===== src/sv/lgen_pkg.sv =====
// shared types, constants and the b3/s23 rule for the life row stencil
// no dependencies
package lgen_pkg;

    localparam int ROW_BITS      = 64;
    localparam int WIDTH_BITS    = 7;
    localparam int FIFO_DEPTH    = 4;
    localparam int FIFO_PTR_BITS = 2;
    localparam int FIFO_CNT_BITS = 3;

    localparam logic [WIDTH_BITS-1:0] WIDTH_RESET   = 7'd64;
    localparam logic [3:0]            BORN_COUNT    = 4'd3;
    localparam logic [3:0]            SURVIVE_COUNT = 4'd2;

    // bits one cell shows to its neighbors
    typedef struct packed {
        logic above;
        logic held;
        logic cur;
    } nbr_t;

    typedef struct packed {
        logic                frame_end;
        logic [ROW_BITS-1:0] next_cells;
    } res_t;

    // up, mid, down: bit 0 left column, bit 1 own column, bit 2 right column
    function automatic logic life_rule(input logic [2:0] up, input logic [2:0] mid,
                                       input logic [2:0] down);
        logic [3:0] n;
        n = 4'(up[0]) + 4'(up[1]) + 4'(up[2]) + 4'(down[0]) + 4'(down[1])
          + 4'(down[2]) + 4'(mid[0]) + 4'(mid[2]);
        return (n == BORN_COUNT) || ((n == SURVIVE_COUNT) && mid[1]);
    endfunction

endpackage


===== src/sv/lgen_cell.sv =====
// one column of the stencil: holds the column's bit of the two previous rows
// depends on lgen_pkg
module lgen_cell (
    input  logic          clk,
    input  logic          rst_n,
    input  logic          col_en,
    input  logic          take,
    input  logic          last,
    input  logic          cur_bit,
    input  lgen_pkg::nbr_t left,
    input  lgen_pkg::nbr_t right,
    output lgen_pkg::nbr_t self,
    output logic          mid_next,
    output logic          last_next
);
    import lgen_pkg::*;

    logic above_reg, above_next;
    logic held_reg, held_next;

    assign self.above = above_reg & col_en;
    assign self.held  = held_reg & col_en;
    assign self.cur   = cur_bit & col_en;

    assign mid_next  = col_en & life_rule({right.above, self.above, left.above},
                                          {right.held, self.held, left.held},
                                          {right.cur, self.cur, left.cur});
    assign last_next = col_en & life_rule({right.held, self.held, left.held},
                                          {right.cur, self.cur, left.cur},
                                          3'b000);

    always_comb
    begin
        above_next = above_reg;
        held_next  = held_reg;
        if (take)
        begin
            if (last)
            begin
                above_next = 1'b0;
                held_next  = 1'b0;
            end
            else
            begin
                above_next = held_reg;
                held_next  = self.cur;
            end
        end
    end

    always_ff @(posedge clk or negedge rst_n)
    begin
        if (!rst_n)
        begin
            above_reg <= 1'b0;
            held_reg  <= 1'b0;
        end
        else
        begin
            above_reg <= above_next;
            held_reg  <= held_next;
        end
    end

endmodule


===== src/sv/lgen_out_fifo.sv =====
// result queue, takes up to two results per cycle and gives one
// depends on lgen_pkg
module lgen_out_fifo (
    input  logic          clk,
    input  logic          rst_n,
    input  logic          push_a,
    input  logic          push_b,
    input  lgen_pkg::res_t data_a,
    input  lgen_pkg::res_t data_b,
    input  logic          pop,
    output logic          not_empty,
    output logic          room_two,
    output lgen_pkg::res_t head
);
    import lgen_pkg::*;

    res_t                     mem_reg [FIFO_DEPTH];
    logic [FIFO_PTR_BITS-1:0] wr_ptr_reg, wr_ptr_next;
    logic [FIFO_PTR_BITS-1:0] rd_ptr_reg, rd_ptr_next;
    logic [FIFO_CNT_BITS-1:0] count_reg, count_next;
    logic [FIFO_PTR_BITS-1:0] wr_ptr_b;

    assign not_empty = (count_reg != '0);
    assign room_two  = (count_reg <= FIFO_CNT_BITS'(FIFO_DEPTH - 2));
    assign head      = mem_reg[rd_ptr_reg];
    assign wr_ptr_b  = wr_ptr_reg + FIFO_PTR_BITS'(1);

    always_comb
    begin
        wr_ptr_next = wr_ptr_reg + FIFO_PTR_BITS'(push_a) + FIFO_PTR_BITS'(push_b);
        rd_ptr_next = rd_ptr_reg + FIFO_PTR_BITS'(pop);
        count_next  = count_reg + FIFO_CNT_BITS'(push_a) + FIFO_CNT_BITS'(push_b)
                    - FIFO_CNT_BITS'(pop);
    end

    always_ff @(posedge clk)
    begin
        if (push_a)
            mem_reg[wr_ptr_reg] <= data_a;
        if (push_b)
            mem_reg[wr_ptr_b] <= data_b;
    end

    always_ff @(posedge clk or negedge rst_n)
    begin
        if (!rst_n)
        begin
            wr_ptr_reg <= '0;
            rd_ptr_reg <= '0;
            count_reg  <= '0;
        end
        else
        begin
            wr_ptr_reg <= wr_ptr_next;
            rd_ptr_reg <= rd_ptr_next;
            count_reg  <= count_next;
        end
    end

endmodule


===== src/sv/life_generation_row_stencil_top.sv =====
// life b3/s23 row stencil: chain of column cells and a four-entry result queue
// results are registered in the result queue and leave it from its head in order
// throughput: one row per cycle; input ready while the queue holds two or fewer
// a last row with a held row queues two results in one cycle
// reset (async, active low) clears held rows, queue and sets row_width to 64
module life_generation_row_stencil_top #(
    parameter int MAX_COLUMNS = 64
) (
    input  logic        clk,
    input  logic        rst_n,
    input  logic        cfg_wr_en,
    input  logic [6:0]  cfg_wr_data,   // row_width
    input  logic        s_tvalid,
    output logic        s_tready,
    input  logic [63:0] s_tdata,       // row_cells[63:0]
    input  logic        s_tlast,       // last_row
    output logic        m_tvalid,
    input  logic        m_tready,
    output logic [63:0] m_tdata,       // next_cells[63:0]
    output logic        m_tlast        // frame_end
);
    import lgen_pkg::*;

    logic [WIDTH_BITS-1:0] row_width_reg, row_width_next;
    logic                  pending_reg, pending_next;
    logic                  accept;
    logic [ROW_BITS-1:0]   mid_row;
    logic [ROW_BITS-1:0]   last_res;
    nbr_t                  nbr_bus [MAX_COLUMNS+2];
    res_t                  data_a, data_b, head;
    logic                  push_a, push_b, pop, room_two;

    assign accept = s_tvalid & s_tready;
    assign nbr_bus[0]             = '0;
    assign nbr_bus[MAX_COLUMNS+1] = '0;

    for (genvar k = 0; k < ROW_BITS; k++)
    begin : g_col
        if (k < MAX_COLUMNS)
        begin : g_cell
            lgen_cell u_cell (
                .clk       (clk),
                .rst_n     (rst_n),
                .col_en    (row_width_reg > WIDTH_BITS'(k)),
                .take      (accept),
                .last      (s_tlast),
                .cur_bit   (s_tdata[k]),
                .left      (nbr_bus[k]),
                .right     (nbr_bus[k+2]),
                .self      (nbr_bus[k+1]),
                .mid_next  (mid_row[k]),
                .last_next (last_res[k])
            );
        end
        else
        begin : g_dead
            assign mid_row[k]  = 1'b0;
            assign last_res[k] = 1'b0;
        end
    end

    assign push_a = accept & (pending_reg | s_tlast);
    assign push_b = accept & pending_reg & s_tlast;
    assign pop    = m_tvalid & m_tready;

    always_comb
    begin
        data_a.next_cells = pending_reg ? mid_row : last_res;
        data_a.frame_end  = ~pending_reg;
        data_b.next_cells = last_res;
        data_b.frame_end  = 1'b1;
        pending_next      = accept ? ~s_tlast : pending_reg;
        row_width_next    = cfg_wr_en ? cfg_wr_data : row_width_reg;
    end

    lgen_out_fifo u_fifo (
        .clk       (clk),
        .rst_n     (rst_n),
        .push_a    (push_a),
        .push_b    (push_b),
        .data_a    (data_a),
        .data_b    (data_b),
        .pop       (pop),
        .not_empty (m_tvalid),
        .room_two  (room_two),
        .head      (head)
    );

    assign s_tready = room_two;
    assign m_tdata  = head.next_cells;
    assign m_tlast  = head.frame_end;

    always_ff @(posedge clk or negedge rst_n)
    begin
        if (!rst_n)
        begin
            row_width_reg <= WIDTH_RESET;
            pending_reg   <= 1'b0;
        end
        else
        begin
            row_width_reg <= row_width_next;
            pending_reg   <= pending_next;
        end
    end

endmodule


===== config.mk =====
export PLATFORM = sky130hd
export DESIGN_NAME = life_generation_row_stencil_top
export DESIGN_NICKNAME = d
export VERILOG_FILES = /design/src/sv/lgen_pkg.sv /design/src/sv/lgen_cell.sv /design/src/sv/lgen_out_fifo.sv /design/src/sv/life_generation_row_stencil_top.sv
export SDC_FILE = /design/constraint.sdc
export NUM_CORES = 2
export LEC_CHECK = 0
export BUFFER_PORTS_ARGS = -buffer_cell sky130_fd_sc_hd__buf_4
export CORE_MARGIN = 5
export CORE_UTILIZATION = 40
export CTS_CLUSTER_DIAMETER = 100
export DETAILED_ROUTE_END_ITERATION = 10
export GPL_ROUTABILITY_DRIVEN = 0
export HOLD_SLACK_MARGIN = 0.15
export PLACE_DENSITY = 0.56
export SLEW_MARGIN = 5
export SYNTH_ARGS = -nofsm -noshare
export SYNTH_HDL_FRONTEND = slang
export SYNTH_SLANG_ARGS = --single-unit

===== constraint.sdc =====
create_clock -name clk -period 9.8 [get_ports clk]
set_input_delay 0.98 -clock clk [delete_from_list [all_inputs] [get_ports clk]]
set_output_delay 0.98 -clock clk [all_outputs]
set_load 0.05 [all_outputs]

Yosys cells after proc, flatten, opt, wreduce, memory -nomap -nowiden
Memories as Yosys holds them, arrays and structs flattened.
Cells that the tools add are included.
- add/subtract/negate cells: 699
- order comparisons: 65
- equal/unequal tests: 256
- mux-type cells: 133
- bitwise gates (word level): 328
- reduce and logical (&&, ||, !) cells: 257
- operator list (cell ; count):
    $add 4x1->4 ; 566
    $eq 4x2->1 const B ; 256
    $and 1x1->1 ; 325
    $add 1x1->2 ; 126
    $gt 7x6->1 const B ; 32
    $mux 1 ; 132
    $logic_and 1x1->1 ; 128
    $logic_or 1x1->1 ; 128
    $gt 7x5->1 const B ; 16
    $mux 64 ; 1
    $gt 7x4->1 const B ; 8
    $gt 7x3->1 const B ; 4
    $gt 7x1->1 const B ; 2
    $gt 7x2->1 const B ; 2
    $add 2x1->2 ; 3
    $add 3x1->3 ; 2
    $le 3x2->1 const B ; 1
    $reduce_bool 3->1 ; 1
    $sub 3x1->3 ; 1
    $add 2x1->2 const B ; 1
    $not 1->1 ; 2
    $or 1x1->1 ; 1
- bits in registers: 143
- RAM bits: 260
- output and inout bits: 67
- word-level logic and storage cells: 1872
- memories: 1
- memory list (memory ; depth ; width ; read ports ; clocked after memory_dff ; wr ports ; line ; source):
    u_fifo.mem_reg ; 4 ; 65 ; 1 ; 0 ; 2 ; lgen_out_fifo.sv:17 ; res_t mem_reg [FIFO_DEPTH];

Depth between registers and ports, before layout
- depth after elaboration: 14
- depth in mapped cells: 19
- gate-level depth less buffers: 18

Modules after synthesis
A second synthesis with hierarchy kept.
- cells, all modules: 3599
- area total of the unflattened synthesis: 38544.5 µm²
- by module, submodules not included (module ; times used ; cells each ; area each (µm²) ; sequential area each (µm²)):
    lgen_cell (g_col[0].g_cell.u_cell ...) ; 38 ; 42 ; 367.9 ; 50.0
    lgen_out_fifo ; 1 ; 663 ; 12907.4 ; 7982.7
    lgen_cell (g_col[21].g_cell.u_cell ...) ; 24 ; 43 ; 375.4 ; 50.0
    life_generation_row_stencil_top ; 1 ; 224 ; 1919.3 ; 201.4
    lgen_cell (g_col[28].g_cell.u_cell ...) ; 2 ; 42 ; 365.4 ; 50.0

Least setup slack after synthesis
OpenSTA, ideal clock, no wires.
- kind: register to register
- start point: register row_width_reg[6]
- end point: memory u_fifo.mem_reg[1][59] in the netlist's numbering (data pin)
- setup time: 0.153 ns
- data arrival time: 4.652 ns
- data required time: 9.647 ns
- slack: 4.995 ns
- cell stages (with the launch flop): 19
- path buffers: 3
- period minus slack after synthesis: 4.805 ns
- cell sequence: dfstp_2 buf_2 buf_2 inv_1 clkbuf_1 a41oi_1 and2_1 ha_1 inv_1 fa_1 inv_1 fa_1 fa_1 inv_1 fa_1 or4_1 a21oi_1 o21ai_0 o22ai_1
- RTL lines (element ; line ; source):
    start: declaration ; life_generation_row_stencil_top.sv:24 ; logic [WIDTH_BITS-1:0] row_width_reg, row_width_next;
    start signal: assignment ; life_generation_row_stencil_top.sv:102 ; row_width_reg <= row_width_next;
    end: declaration ; lgen_out_fifo.sv:17 ;

==> results.yml <==
detailed_routing:
  initialDrtViolationCount: 2273
  postRouteAntennaNets: 0
  drc_errors: 0
  wl_per_cell_um: 23.5
  via_count: 27600
  drt_wl_total_um: 116000
  first_pass_iters: 5
  vias_per_cell: 5.57
finish:
  layout.nets: 4494
  largest_reg_flops: 260
  drive_gt1_frac: 0.106
  area_growth_pct: 11.2
setup_path:
  endpoint_kind: "flip-flop"
  crit_arrival_ps: 6430
  crit_required_ps: 10240
  rr_worst_depth: 16
  crit_fanout: 23
  worstSetupStartpointType: "flip-flop"
  crit_type: "flip-flop to flip-flop"
power:
  internal_power_uw: 6110
  clkPwrFrac: 0.167
  leakage_uw: 0.0190
  ir_worst_vdd_mv: 0.208
  p_switching_uw: 5900
  p_per_area_nw_per_um2: 294
  combPwrFrac: 0.620
  seqPwrFrac: 0.213
  switching_share: 0.491
synthesis:
  synthArstFlopShare: 0.355
  synth_edf_count: 256
  syn-num-nets: 4405
  ys_top_cells_by_area: "edfxtp_1 (21%), fa_1 (21%), ha_1 (11%)"
  yosysSeqAreaShare: 0.308
  synth-seq-cells: 403
  yosysTopAreaCell: "edfxtp_1"
  yosysUniqueCellTypes: 82
  synth_ff_type: "edfxtp_1"
  synthCells: 3630
  ys_warn_count: 0
  yosysTopAreaCellShare: 0.209
  syn_area_per_cell_um2: 10.1
  synth_area_um2: 36800
sta:
  finalSetupViolations: 0
  drv_slew: 0
  rsz0062_at_grt: "false"
  setup_tns_ps: 0
  finalHoldViolations: 0
  post-route-period-util: 0.611
  slew_headroom: 0.194
  tightest_slew_ps: 1200
  clock-skew-final_ps: 16.4
  fin_crit_ps: 5990
  worst_slack_ps: 3810
  hold_ws_ps: 356
  max_clock_freq_mhz: 167
clock_tree:
  ctsHoldBuffers: 0
  cts-root-buf: "clkbuf_16"
  clockBufferDepth: 3
  cts.reportedPaths.clkPinSlew_ps: 60
  post_cts_buffers: 0
  cts_resized: 0
  clock-sinks: 403
  clk_latency_ps: 610
  cts_buffers: 50
  htreeDepth: 2
  cts_tree: "done"
floorplanning:
  design.core.area_um2: 91500
  rows: 111
  ioPinCount: 144
  die_h_um: 313
  start_util: 0.402
  die_w_um: 313
  dieArea_um2: 98100
placement:
  port_buffers: 143
  pre_cts_ws_ps: 3860
  hpwl_um: 80700
global_route:
  grt_usage: 0.236
  grt_pass1_wl_um: 177000
  gr-total-overflow: 0
  grt_pass1_vias: 28100
  grt_max_degree: 144
  antenna_found_initial: 6
worst_hold_path:
  hold_path_class: "input port to async pin"
flow_run:
  max-cap-violations: 0
status:
  status: "complete, no violations"
cell families (layout without fill, tap and decap cells):
logic type / Yosys count / in the layout / synth area share
and+or+nand+nor: 904 / 904 / 0.121
other: 0 / 1 / 0
DFF: 403 / 403 / 0.308
muxes: 91 / 91 / 0.0473
AOI/OAI and AO/OA: 622 / 622 / 0.113
xor gates and xnor gates: 10 / 10 / 0.00238
adders and majority gates: 698 / 698 / 0.314
buffers and inverters: 902 / 1032 / 0.0936
synthesized netlist by cell type, types with 41 or more instances:
cell type and n:
nor2_1 157, o22ai_1 183, and2_1 71, nor2b_1 49, dfrtp_1 142, fa_1 377
nand2_1 379, nand2b_1 54, mux4_2 65, nand3b_1 58, clkbuf_1 90, inv_1 756
ha_1 321, buf_2 41, o21ai_0 138, edfxtp_1 256
metrics by stage:
step,cell area [um2],utilization,cells,power (uW)
floorplan,36800,-,3630,7890
global placement,39200,0.428,4853,9900
detailed placement,39200,0.428,4853,10100
CTS,40900,0.447,4946,12100
global route,40900,0.447,4947,13200
finish,40900,0.447,4947,12000
power by group through the flow:
stage | clock [uW] | sequential, uW | combinational (uW)
5_1_grt | 2100 | 2610 | 8470
4_1_cts | 2040 | 2560 | 7520
3_3_place_gp | 0 | 2590 | 7310
3_5_place_dp | 0 | 2590 | 7480
2_1_floorplan | 0 | 2410 | 5480
6_report | 2010 | 2560 | 7450
worst max-delay path: stages, from the launching register on:
cell       delay, ps
dfrtp_1          750
nand3_1          660
o21ai_0          730
and2_1           320
ha_1             150
inv_1             50
fa_1             470
inv_1             50
fa_1             470
inv_1             50
fa_1             400
fa_1             390
nor2_1           100
a31oi_1           80
a2111oi_0        600
o21ai_0          320
o22ai_1          230
layer usage:
| layer | part of all wire | up-vias | track usage | wire length [um] |
|---|---|---|---|---|
| met2 | 0.47 | 895 | 0.385 | 54200 |
| li1 | - | 12400 | - | - |
| met3 | 0.069 | 180 | 0.0350 | 7990 |
| met4 | 0.032 | 0 | 0.0661 | 3710 |
| met1 | 0.43 | 14100 | 0.330 | 50500 |
| met5 | 0 | - | 0 | 0 |
cells in the final DEF, fill, tap and decap left out, types with 37 or more instances in the layout:
cell type,count
buf_4,179
nand3b_1,58
nor2b_1,49
nand2_1,374
nor2_1,155
mux4_2,65
dfrtp_1,139
and2_1,71
edfxtp_1,256
inv_1,756
nand2b_1,52
clkbuf_16,51
o21ai_0,138
o22ai_1,183
ha_1,321
o2111ai_1,37
fa_1,377
worst paths after layout:
check                                             startpoint                                 to  slack, ps
setup / recovery                            row_width_reg[2]              u_fifo.mem_reg[1][47]       3810
hold / removal                                         rst_n   g_col[42].g_cell.u_cell.held_reg        360
setup reg to reg                            row_width_reg[2]              u_fifo.mem_reg[1][47]       3810
hold reg to reg            g_col[12].g_cell.u_cell.above_reg  g_col[12].g_cell.u_cell.above_reg        460
max in group asynchronous                              rst_n               u_fifo.rd_ptr_reg[1]       7380
min in group clk           g_col[12].g_cell.u_cell.above_reg  g_col[12].g_cell.u_cell.above_reg        460
cell type report:
type,count,area (um2)
fillers,8640,50600
multi-input cells,2325,22100
well taps,1186,1480
clock inverters,31,404
diodes,1,2.50
flip-flops and latches,403,11400
inverters,758,2850
clock buffers,62,1330
repair buffers,181,1380
Power figures use the tool's default switching activity.
